$ cat src/hdl/brct_pkg.sv
// ----------------------------------------------------------------------------
// brct_pkg
// types, codes and helpers shared by the reservation table block
// ----------------------------------------------------------------------------
package brct_pkg;

    localparam int TABLE_ENTRIES_DEF = 65536;
    localparam int BATCH_SLOTS_DEF   = 1024;

    localparam int TID_W  = 32;
    localparam int SLOT_W = 10;
    localparam int DATA_W = 64;

    typedef enum logic [2:0] {
        MODE_RSV_WR,
        MODE_RSV_RD,
        MODE_CHK_WAW,
        MODE_CHK_RAW,
        MODE_CHK_WAR,
        MODE_SET_ABORT,
        MODE_WR_VAL,
        MODE_RD_VAL
    } brct_mode_t;

    localparam logic [2:0] RES_NONE      = 3'd0;
    localparam logic [2:0] RES_LOST      = 3'd1;
    localparam logic [2:0] RES_HELD      = 3'd2;
    localparam logic [2:0] RES_WON       = 3'd3;
    localparam logic [2:0] RES_UNCHANGED = 3'd4;

    typedef enum logic [2:0] {
        ST_CLEAR,
        ST_IDLE,
        ST_LOOK,
        ST_ABORT,
        ST_DONE
    } brct_state_t;

    // input word, key in the lowest bits
    typedef struct packed {
        logic [DATA_W-1:0] write_data;
        logic              abort_mark;
        logic [SLOT_W-1:0] tx_slot;
        logic [TID_W-1:0]  batch;
        logic [TID_W-1:0]  tid;
        logic [15:0]       key;
    } item_t;

    // result word, conflict in the lowest bit
    typedef struct packed {
        logic [DATA_W-1:0] read_data;
        logic [2:0]        reserve_result;
        logic              conflict;
    } result_t;

    // one table row
    typedef struct packed {
        logic [DATA_W-1:0] value;
        logic [TID_W-1:0]  rd_tid;
        logic [TID_W-1:0]  rd_batch;
        logic [SLOT_W-1:0] wr_slot;
        logic [TID_W-1:0]  wr_tid;
        logic [TID_W-1:0]  wr_batch;
    } row_t;

    typedef struct packed {
        logic [2:0]       code;
        logic             won;
        logic [TID_W-1:0] tid;
        logic [TID_W-1:0] batch;
    } rsv_t;

    localparam int IN_W        = $bits(item_t);
    localparam int IN_TDATA_W  = ((IN_W + 7) / 8) * 8;
    localparam int OUT_W       = $bits(result_t);
    localparam int OUT_TDATA_W = ((OUT_W + 7) / 8) * 8;
    localparam int ROW_W       = $bits(row_t);

    function automatic rsv_t rsv_rule(input logic [TID_W-1:0] held_tid,
                                      input logic [TID_W-1:0] held_batch,
                                      input logic [TID_W-1:0] req_tid,
                                      input logic [TID_W-1:0] req_batch);
        rsv_t r;
        r.code  = RES_UNCHANGED;
        r.won   = 1'b0;
        r.tid   = held_tid;
        r.batch = held_batch;
        if (held_tid < req_tid && held_batch == req_batch) begin
            r.code = RES_LOST;
        end else if (held_tid == req_tid && held_batch == req_batch) begin
            r.code = RES_HELD;
        end else if (held_tid > req_tid || held_batch < req_batch || held_tid == '0) begin
            r.code = RES_WON;
            r.won  = 1'b1;
            r.tid  = req_tid;
            if (held_batch < req_batch) begin
                r.batch = req_batch;
            end
        end
        return r;
    endfunction

endpackage

$ cat src/hdl/brct_ctrl.sv
// ----------------------------------------------------------------------------
// brct_ctrl
// access sequencer: clearing pass, table read-modify-write, abort map write and lookup
// ----------------------------------------------------------------------------
module brct_ctrl
    import brct_pkg::*;
#(
    parameter int TABLE_ENTRIES = TABLE_ENTRIES_DEF,
    parameter int BATCH_SLOTS   = BATCH_SLOTS_DEF,
    localparam int TAW = $clog2(TABLE_ENTRIES),
    localparam int SAW = (BATCH_SLOTS > 1) ? $clog2(BATCH_SLOTS) : 1
)
(
    input  logic                   clk,
    input  logic                   rst_n,
    input  logic                   s_tvalid,
    output logic                   s_tready,
    input  logic [IN_TDATA_W-1:0]  s_tdata,   // key, tid, batch, tx_slot, abort_mark, write_data
    input  logic [2:0]             s_tuser,   // mode
    output logic                   m_tvalid,
    input  logic                   m_tready,
    output logic [OUT_TDATA_W-1:0] m_tdata,   // conflict, reserve_result, read_data
    output logic                   tbl_we,
    output logic [TAW-1:0]         tbl_waddr,
    output row_t                   tbl_wdata,
    output logic                   tbl_re,
    output logic [TAW-1:0]         tbl_raddr,
    input  row_t                   tbl_rdata,
    output logic                   ab_we,
    output logic [SAW-1:0]         ab_waddr,
    output logic                   ab_wdata,
    output logic                   ab_re,
    output logic [SAW-1:0]         ab_raddr,
    input  logic                   ab_rdata
);

    localparam int CLR_N = (TABLE_ENTRIES > BATCH_SLOTS) ? TABLE_ENTRIES : BATCH_SLOTS;
    localparam int CW    = $clog2(CLR_N);

    brct_state_t      state_reg, state_next;
    logic [CW-1:0]    clr_cnt_reg, clr_cnt_next;
    item_t            item_reg;
    brct_mode_t       mode_reg;
    result_t          res_reg;
    result_t          m_data_reg;
    logic             m_tvalid_reg;

    item_t            in_item;
    logic             accept;
    logic             out_free;
    logic [31:0]      in_key_ext;
    logic [31:0]      key_ext;
    logic [31:0]      slot_ext;
    logic [31:0]      ws_ext;
    logic [31:0]      clr_ext;
    logic             key_ok;
    logic             slot_ok;
    logic             ws_ok;
    rsv_t             rsv_wr;
    rsv_t             rsv_rd;
    row_t             row_new;
    logic             look_we;
    logic             need_abort;
    result_t          look_res;

    assign in_item    = item_t'(s_tdata[IN_W-1:0]);
    assign accept     = s_tvalid && s_tready;
    assign out_free   = !m_tvalid_reg || m_tready;
    assign in_key_ext = 32'(in_item.key);
    assign key_ext    = 32'(item_reg.key);
    assign slot_ext   = 32'(item_reg.tx_slot);
    assign ws_ext     = 32'(tbl_rdata.wr_slot);
    assign clr_ext    = 32'(clr_cnt_reg);
    assign key_ok     = key_ext < 32'(TABLE_ENTRIES);
    assign slot_ok    = slot_ext < 32'(BATCH_SLOTS);
    assign ws_ok      = ws_ext < 32'(BATCH_SLOTS);

    assign rsv_wr = rsv_rule(tbl_rdata.wr_tid, tbl_rdata.wr_batch, item_reg.tid, item_reg.batch);
    assign rsv_rd = rsv_rule(tbl_rdata.rd_tid, tbl_rdata.rd_batch, item_reg.tid, item_reg.batch);

    // row update and result of the lookup cycle
    always_comb
    begin
        row_new    = tbl_rdata;
        look_we    = 1'b0;
        need_abort = 1'b0;
        look_res   = '0;
        case (mode_reg)
            MODE_RSV_WR:
            begin
                look_res.reserve_result = key_ok ? rsv_wr.code : RES_UNCHANGED;
                row_new.wr_tid   = rsv_wr.tid;
                row_new.wr_batch = rsv_wr.batch;
                row_new.wr_slot  = item_reg.tx_slot;
                look_we          = key_ok && rsv_wr.won;
            end
            MODE_RSV_RD:
            begin
                look_res.reserve_result = key_ok ? rsv_rd.code : RES_UNCHANGED;
                row_new.rd_tid   = rsv_rd.tid;
                row_new.rd_batch = rsv_rd.batch;
                look_we          = key_ok && rsv_rd.won;
            end
            MODE_CHK_WAW:
            begin
                look_res.conflict = key_ok && (tbl_rdata.wr_tid != item_reg.tid ||
                                               tbl_rdata.wr_batch != item_reg.batch);
            end
            MODE_CHK_RAW:
            begin
                if (key_ok && item_reg.tid > tbl_rdata.wr_tid &&
                    tbl_rdata.wr_batch == item_reg.batch && tbl_rdata.wr_tid != '0)
                begin
                    // writer slot off the map counts as not aborted
                    look_res.conflict = 1'b1;
                    need_abort        = ws_ok;
                end
            end
            MODE_CHK_WAR:
            begin
                look_res.conflict = key_ok && item_reg.tid > tbl_rdata.rd_tid &&
                                    tbl_rdata.rd_batch == item_reg.batch &&
                                    tbl_rdata.rd_tid != '0;
            end
            MODE_WR_VAL:
            begin
                row_new.value = item_reg.write_data;
                look_we       = key_ok;
            end
            MODE_RD_VAL:
            begin
                look_res.read_data = key_ok ? tbl_rdata.value : '0;
            end
            default:
            begin
                look_res = '0;
            end
        endcase
    end

    // next state
    always_comb
    begin
        state_next   = state_reg;
        clr_cnt_next = clr_cnt_reg;
        case (state_reg)
            ST_CLEAR:
            begin
                clr_cnt_next = clr_cnt_reg + CW'(1);
                if (clr_cnt_reg == CW'(CLR_N - 1))
                begin
                    state_next = ST_IDLE;
                end
            end
            ST_IDLE:
            begin
                if (accept)
                begin
                    state_next = ST_LOOK;
                end
            end
            ST_LOOK:
            begin
                state_next = need_abort ? ST_ABORT : ST_DONE;
            end
            ST_ABORT:
            begin
                state_next = ST_DONE;
            end
            ST_DONE:
            begin
                if (out_free)
                begin
                    state_next = ST_IDLE;
                end
            end
            default:
            begin
                state_next = ST_IDLE;
            end
        endcase
    end

    // memory controls
    always_comb
    begin
        s_tready  = 1'b0;
        tbl_we    = 1'b0;
        tbl_waddr = key_ext[TAW-1:0];
        tbl_wdata = row_new;
        tbl_re    = 1'b0;
        tbl_raddr = in_key_ext[TAW-1:0];
        ab_we     = 1'b0;
        ab_waddr  = slot_ext[SAW-1:0];
        ab_wdata  = item_reg.abort_mark;
        ab_re     = 1'b0;
        ab_raddr  = ws_ext[SAW-1:0];
        case (state_reg)
            ST_CLEAR:
            begin
                tbl_we    = clr_ext < 32'(TABLE_ENTRIES);
                tbl_waddr = clr_ext[TAW-1:0];
                tbl_wdata = '0;
                ab_we     = clr_ext < 32'(BATCH_SLOTS);
                ab_waddr  = clr_ext[SAW-1:0];
                ab_wdata  = 1'b0;
            end
            ST_IDLE:
            begin
                s_tready = 1'b1;
                tbl_re   = s_tvalid;
            end
            ST_LOOK:
            begin
                tbl_we = look_we;
                ab_we  = (mode_reg == MODE_SET_ABORT) && slot_ok;
                ab_re  = need_abort;
            end
            default:
            begin
                s_tready = 1'b0;
            end
        endcase
    end

    always_ff @(posedge clk or negedge rst_n)
    begin
        if (!rst_n)
        begin
            state_reg    <= ST_CLEAR;
            clr_cnt_reg  <= '0;
            m_tvalid_reg <= 1'b0;
        end
        else
        begin
            state_reg   <= state_next;
            clr_cnt_reg <= clr_cnt_next;
            if (state_reg == ST_DONE && out_free)
            begin
                m_tvalid_reg <= 1'b1;
            end
            else if (m_tready)
            begin
                m_tvalid_reg <= 1'b0;
            end
        end
    end

    always_ff @(posedge clk)
    begin
        if (accept)
        begin
            item_reg <= in_item;
            mode_reg <= brct_mode_t'(s_tuser);
        end
        if (state_reg == ST_LOOK)
        begin
            res_reg <= look_res;
        end
        if (state_reg == ST_ABORT)
        begin
            res_reg.conflict <= !ab_rdata;
        end
        if (state_reg == ST_DONE && out_free)
        begin
            m_data_reg <= res_reg;
        end
    end

    assign m_tvalid = m_tvalid_reg;
    assign m_tdata  = OUT_TDATA_W'(m_data_reg);

    a_no_accept_in_clear: assert property (@(posedge clk) disable iff (!rst_n)
        state_reg == ST_CLEAR |-> !s_tready)
        else $error("item accepted during clearing pass");

    a_accept_to_look: assert property (@(posedge clk) disable iff (!rst_n)
        accept |=> state_reg == ST_LOOK)
        else $error("accepted item not looked up");

    a_abort_only_raw: assert property (@(posedge clk) disable iff (!rst_n)
        state_reg == ST_ABORT |-> mode_reg == MODE_CHK_RAW && $past(ab_re))
        else $error("abort lookup outside raw check");

    a_done_loads_out: assert property (@(posedge clk) disable iff (!rst_n)
        state_reg == ST_DONE && out_free |=> m_tvalid && state_reg == ST_IDLE)
        else $error("result not delivered");

    a_no_write_outside: assert property (@(posedge clk) disable iff (!rst_n)
        tbl_we |-> state_reg == ST_CLEAR || state_reg == ST_LOOK)
        else $error("table written outside clear or lookup");

endmodule

$ cat config.mk
export PLATFORM = sky130hd
export DESIGN_NAME = brct_ctrl
export DESIGN_NICKNAME = d
export VERILOG_FILES = /design/src/hdl/brct_pkg.sv /design/src/hdl/brct_ctrl.sv
export SDC_FILE = /design/constraint.sdc
export NUM_CORES = 1
export LEC_CHECK = 0
export BUFFER_PORTS_ARGS = -buffer_cell sky130_fd_sc_hd__buf_2
export CORE_AREA = 10 10 263 265
export CTS_CLUSTER_DIAMETER = 150
export DETAILED_ROUTE_END_ITERATION = 8
export DIE_AREA = 0 0 273 275
export SLEW_MARGIN = 20
export SYNTH_ARGS = -nofsm -noshare
export SYNTH_HDL_FRONTEND = slang
export SYNTH_SLANG_ARGS = --single-unit
$ cat constraint.sdc
create_clock -name clk -period 11.8 [get_ports clk]
set_input_delay 0.59 -clock clk [delete_from_list [all_inputs] [get_ports clk]]
set_output_delay 0.59 -clock clk [all_outputs]
set_load 0.05 [all_outputs]
# After elaboration in Yosys (flattened, before gate mapping)
# Index checks and enable logic that the tools add are counted.
[totals]
ff_bits = 314
output_inout_bits = 333
[classes]
addsub = 1
order_cmp = 13
n_eq_ne = 21
mux = 41
reduce_logical = 34
[ops]
columns = ["op", "count"]
rows = [
  ["$mux 65", 4],
  ["$mux 202", 1],
  ["$mux 68", 2],
  ["$eq 32x32->1", 4],
  ["$gt 32x32->1", 4],
  ["$lt 32x32->1", 4],
  ["$mux 64", 2],
  ["$mux 74", 1],
  ["$logic_not 32->1", 2],
  ["$mux 32", 2],
  ["$ne 32x32->1", 2],
  ["$reduce_bool 32->1", 2],
  ["$lt 16x17->1 const B", 2],
  ["$mux 3", 10],
  ["$lt 10x11->1 const B", 2],
  ["$add 16x1->16 const B", 1],
  ["$eq 16x16->1 const B", 1],
  ["$logic_and 1x1->1", 16],
  ["$lt 16x11->1 const B", 1],
  ["$mux 16", 1],
  ["$eq 3x3->1 const B", 5],
  ["$pmux 3 s5", 1],
  ["$eq 3x2->1 const B", 4],
  ["$mux 1", 11],
  ["12 further kinds", 25],
]

# Longest topological paths before layout
[depth]
ltp_word = 9
ltp_mapped = 11
depth_no_buf = 9

# Worst setup path before layout
# No wires, ideal clock.
[synth_timing]
path_kind = "reg2reg"
startpoint = "register state_reg[0]"
endpoint = "register item_reg[0] (netlist name), enable pin"
setup_ns = 0.916
arrival_time_ns = 12.348
required_ns = 10.884
setup_slack_ns = -1.465
path_stages_with_launch = 4
path_buffers = 1
path_cell_list = "dfrtp_1 > clkbuf_1 > nand2_1 > nor3_1"
[synth_between]
elab_chain_cells = 3
[synth_lines]
columns = ["element", "line", "rtl"]
rows = [
  ["start: declaration", "brct_ctrl.sv:40", "brct_state_t state_reg, state_next;"],
  ["start signal: assignment", "brct_ctrl.sv:236", "state_reg <= state_next;"],
  ["$eq 3x1->1", "brct_ctrl.sv:198", "case (state_reg)"],
  ["$mux 1", "brct_ctrl.sv:198", ""],
  ["$logic_and 1x1->1", "brct_ctrl.sv:67", "assign accept = s_tvalid && s_tready;"],
  ["end signal: assignment", "brct_ctrl.sv:253", "item_reg <= in_item;"],
  ["end: declaration", "brct_ctrl.sv:42", "item_t item_reg;"],
]
# Every way passes these cells.
# A chain may end at the register's enable or synchronous reset.

==> run metrics <==
outcome finished, final reports clean; cell repeated most along the worst path buf_4; fin crit share 0.459; Layout Skew ~0.025 ns; Synth warnings 0; Total Routing Usage GR 0.184; Via density approximately 5.1; CTS sink count 314; Core Rows 93; WP buf/inv 3; DRT antenna net count 0; first-pass GRT wire length roughly 110000 um; final worst setup slack roughly 6.4 ns; Fin Hold WS between 0.15 and 0.2 ns; die area approximately 0.075 mm^2; WS Path Type reg -> out; Bufs on Longest Clock Path 3; Max stage delay on crit path roughly 0.86 ns; peak supply drop roughly 0.00022 V; commonest non-fill, non-tap cell in the layout buf_2; Sum Neg Setup Slack 0 ns; Final Max Slew Viols 0; Largest register FFs around 160; clk root buf clkbuf_16; Finish-stage setup viols 0; Setup Fix Bufs, Post-CTS 0; Worst EP arrival approximately 4.8 ns; commonest non-fill, non-tap cells in the layout buf_2 (693), nand2_1 (324), edfxtp_1 (294), a21oi_1 (195), ha_1 (129); CTS tree yes; Slew headroom 0.193; Post-synth EDFFs 294; CP max-delay cell o41ai_1; Top-Level Pins between 700 and 800; Power Density 241 mW/mm^2; number of remaining DRC errors 0; Post-Place Setup Slack 6.66 ns; Startpoint Class flop; largest net degree at the start of global routing 190; post-synthesis cell area 0.0177 mm^2; DRT iter0 DRCs 1193; Synth async-reset ratio 0.0637; GRT overflow 0; max-cap violations 0; Area Growth Syn to Fin 30.3%; die width around 270 um; predominant post-synthesis flop cell edfxtp_1; required time of the worst setup path approximately 11 ns; Hold WC Path Type in -> reg; CP Cell Sequence ha_1, a21oi_1, o21ai_1, a221o_1, a2111oi_4, a211oi_4, buf_4, nand2b_1, buf_4, o41ai_1, buf_2; Reg2Reg Setup Slack slightly below 8 ns; initial antenna violation count 10; GP Congestion between 0.9 and 1; TritonRoute pass-1 iters 7; fmax roughly 180 MHz; Placed Area around 0.022 mm^2; core region area about 0.064 mm^2; total wire length between 70000 and 80000 um; Critical Path Fanout Max 39; design area between 0.02 and 0.025 mm^2; Leak roughly 10 nW; sequential-to-total area share from yosys stat 0.526; layout cells sized above 1 0.333; Hold Violations, Final 0; Least-Margin Pin Slew approximately 1.2 ns; Synth Area per Inst between 10 and 15 um^2; nets ~2800; DR vias between 15000 and 20000; Worst-path clk slew 0.06 ns; crit-path leading delay family compound AO/OA/AOI/OAI gates; CP endpoint kind primary output; RSZ-0062 raised after global routing false; Initial Utilization 0.278; Seq cells post-synth 314; H-tree levels 2; final critical-path required period ~5.4 ns; Routed WL per cell 22.8 um; Unique masters post-synth 66; HPWL Detailed approximately 57000 um; Worst-Skew Late Latency between 0.5 and 0.6 ns; die height between 200 and 300 um; number of global-route vias before repair between 15000 and 20000; CTS Buf Count 39; I/O Buffers 693; Synth Instances around 1700
-- synth_stat cells (7+ instances only) --
cell type  instances  area (um^2)
buf_2             12         60.1
nor2_1            21         78.8
nor4_1            23          144
buf_4             30          225
a21oi_1          195          976
mux2i_1           32          320
o311ai_0          32          280
o21ai_0           65          325
nor3_1             8         40.0
inv_1            102          383
ha_1             129         1610
clkbuf_1          83          312
buf_6              7         78.8
edfxtp_1         294         8830
xnor2_1           10         87.6
nand3_1           83          415
and2_1            66          413
nand2_1          324         1220
dfrtp_1           20          500
a21o_1             9         67.6
nand4_1           37          231
o21ai_1           17         85.1
nor2b_1            7         43.8
o41ai_1           32          280
-- layer usage --
metal,vias to the layer above,track usage,wire length [um]
met5,-,0,45
met4,6,0.0657,2620
met3,130,0.0571,6900
met2,841,0.321,36100
met1,7860,0.211,28200
li1,7540,-,-
-- what timing repair did --
| action | CTS | global route |
|---|---|---|
| endpoints found under the hold margin | 20 | 0 |
| hold buffers | 1 | 0 |
| resized for setup | 0 | 0 |
-- power breakdown --
part           internal (W)  switching, W  total (W)
clock network      0.000691      0.000506    0.00120
logic              0.000570       0.00227    0.00284
registers           0.00143      0.000100    0.00153
total               0.00269       0.00287    0.00557
-- through the flow --
| stage | power (W) | instances | util |
|---|---|---|---|
| 2_1_floorplan | 0.00361 | 1732 | - |
| 3_3_place_gp | 0.00437 | 3161 | 0.342 |
| 3_5_place_dp | 0.00440 | 3161 | 0.342 |
| 4_1_cts | 0.00562 | 3231 | 0.362 |
| 5_1_grt | 0.00583 | 3232 | 0.362 |
| 6_report | 0.00557 | 3234 | 0.362 |
-- worst paths after layout --
| path | from | end | depth (start not counted) |
|---|---|---|---|
| max in group asynchronous | rst_n | state_reg[1] | 2 |
| min reg2reg | res_reg[7] | m_tdata[7] | 0 |
| max | item_reg[33] | tbl_wdata[17] | 11 |
| min in group asynchronous | rst_n | clr_cnt_reg[10] | 2 |
| min | s_tdata[82] | item_reg[82] | 1 |
| max reg2reg | item_reg[62] | res_reg[1] | 9 |
-- cell families (layout without fill, tap and decap cells) --
group	after synthesis	count (layout)	synth area share
xor gates and xnor gates	15	15	0.00741
adders and majority gates	129	129	0.0910
AOI/OAI and AO/OA	391	391	0.134
DFF	314	314	0.526
muxes	32	32	0.0181
other	1	7	0.000211
buffers and inverters	242	886	0.0617
and+or+nand+nor	605	605	0.161
-- area by class of cell --
type	instances	area (um^2)
tap	855	1070
multi-input combinational	1176	7400
timing repair buffer	715	3650
inverter	102	383
antenna	3	7.51
clock buffer	46	1010
sequential	314	9330
fill	6530	40800
clock inverter	23	256
Note: power is estimated with default switching activity, not from simulation.
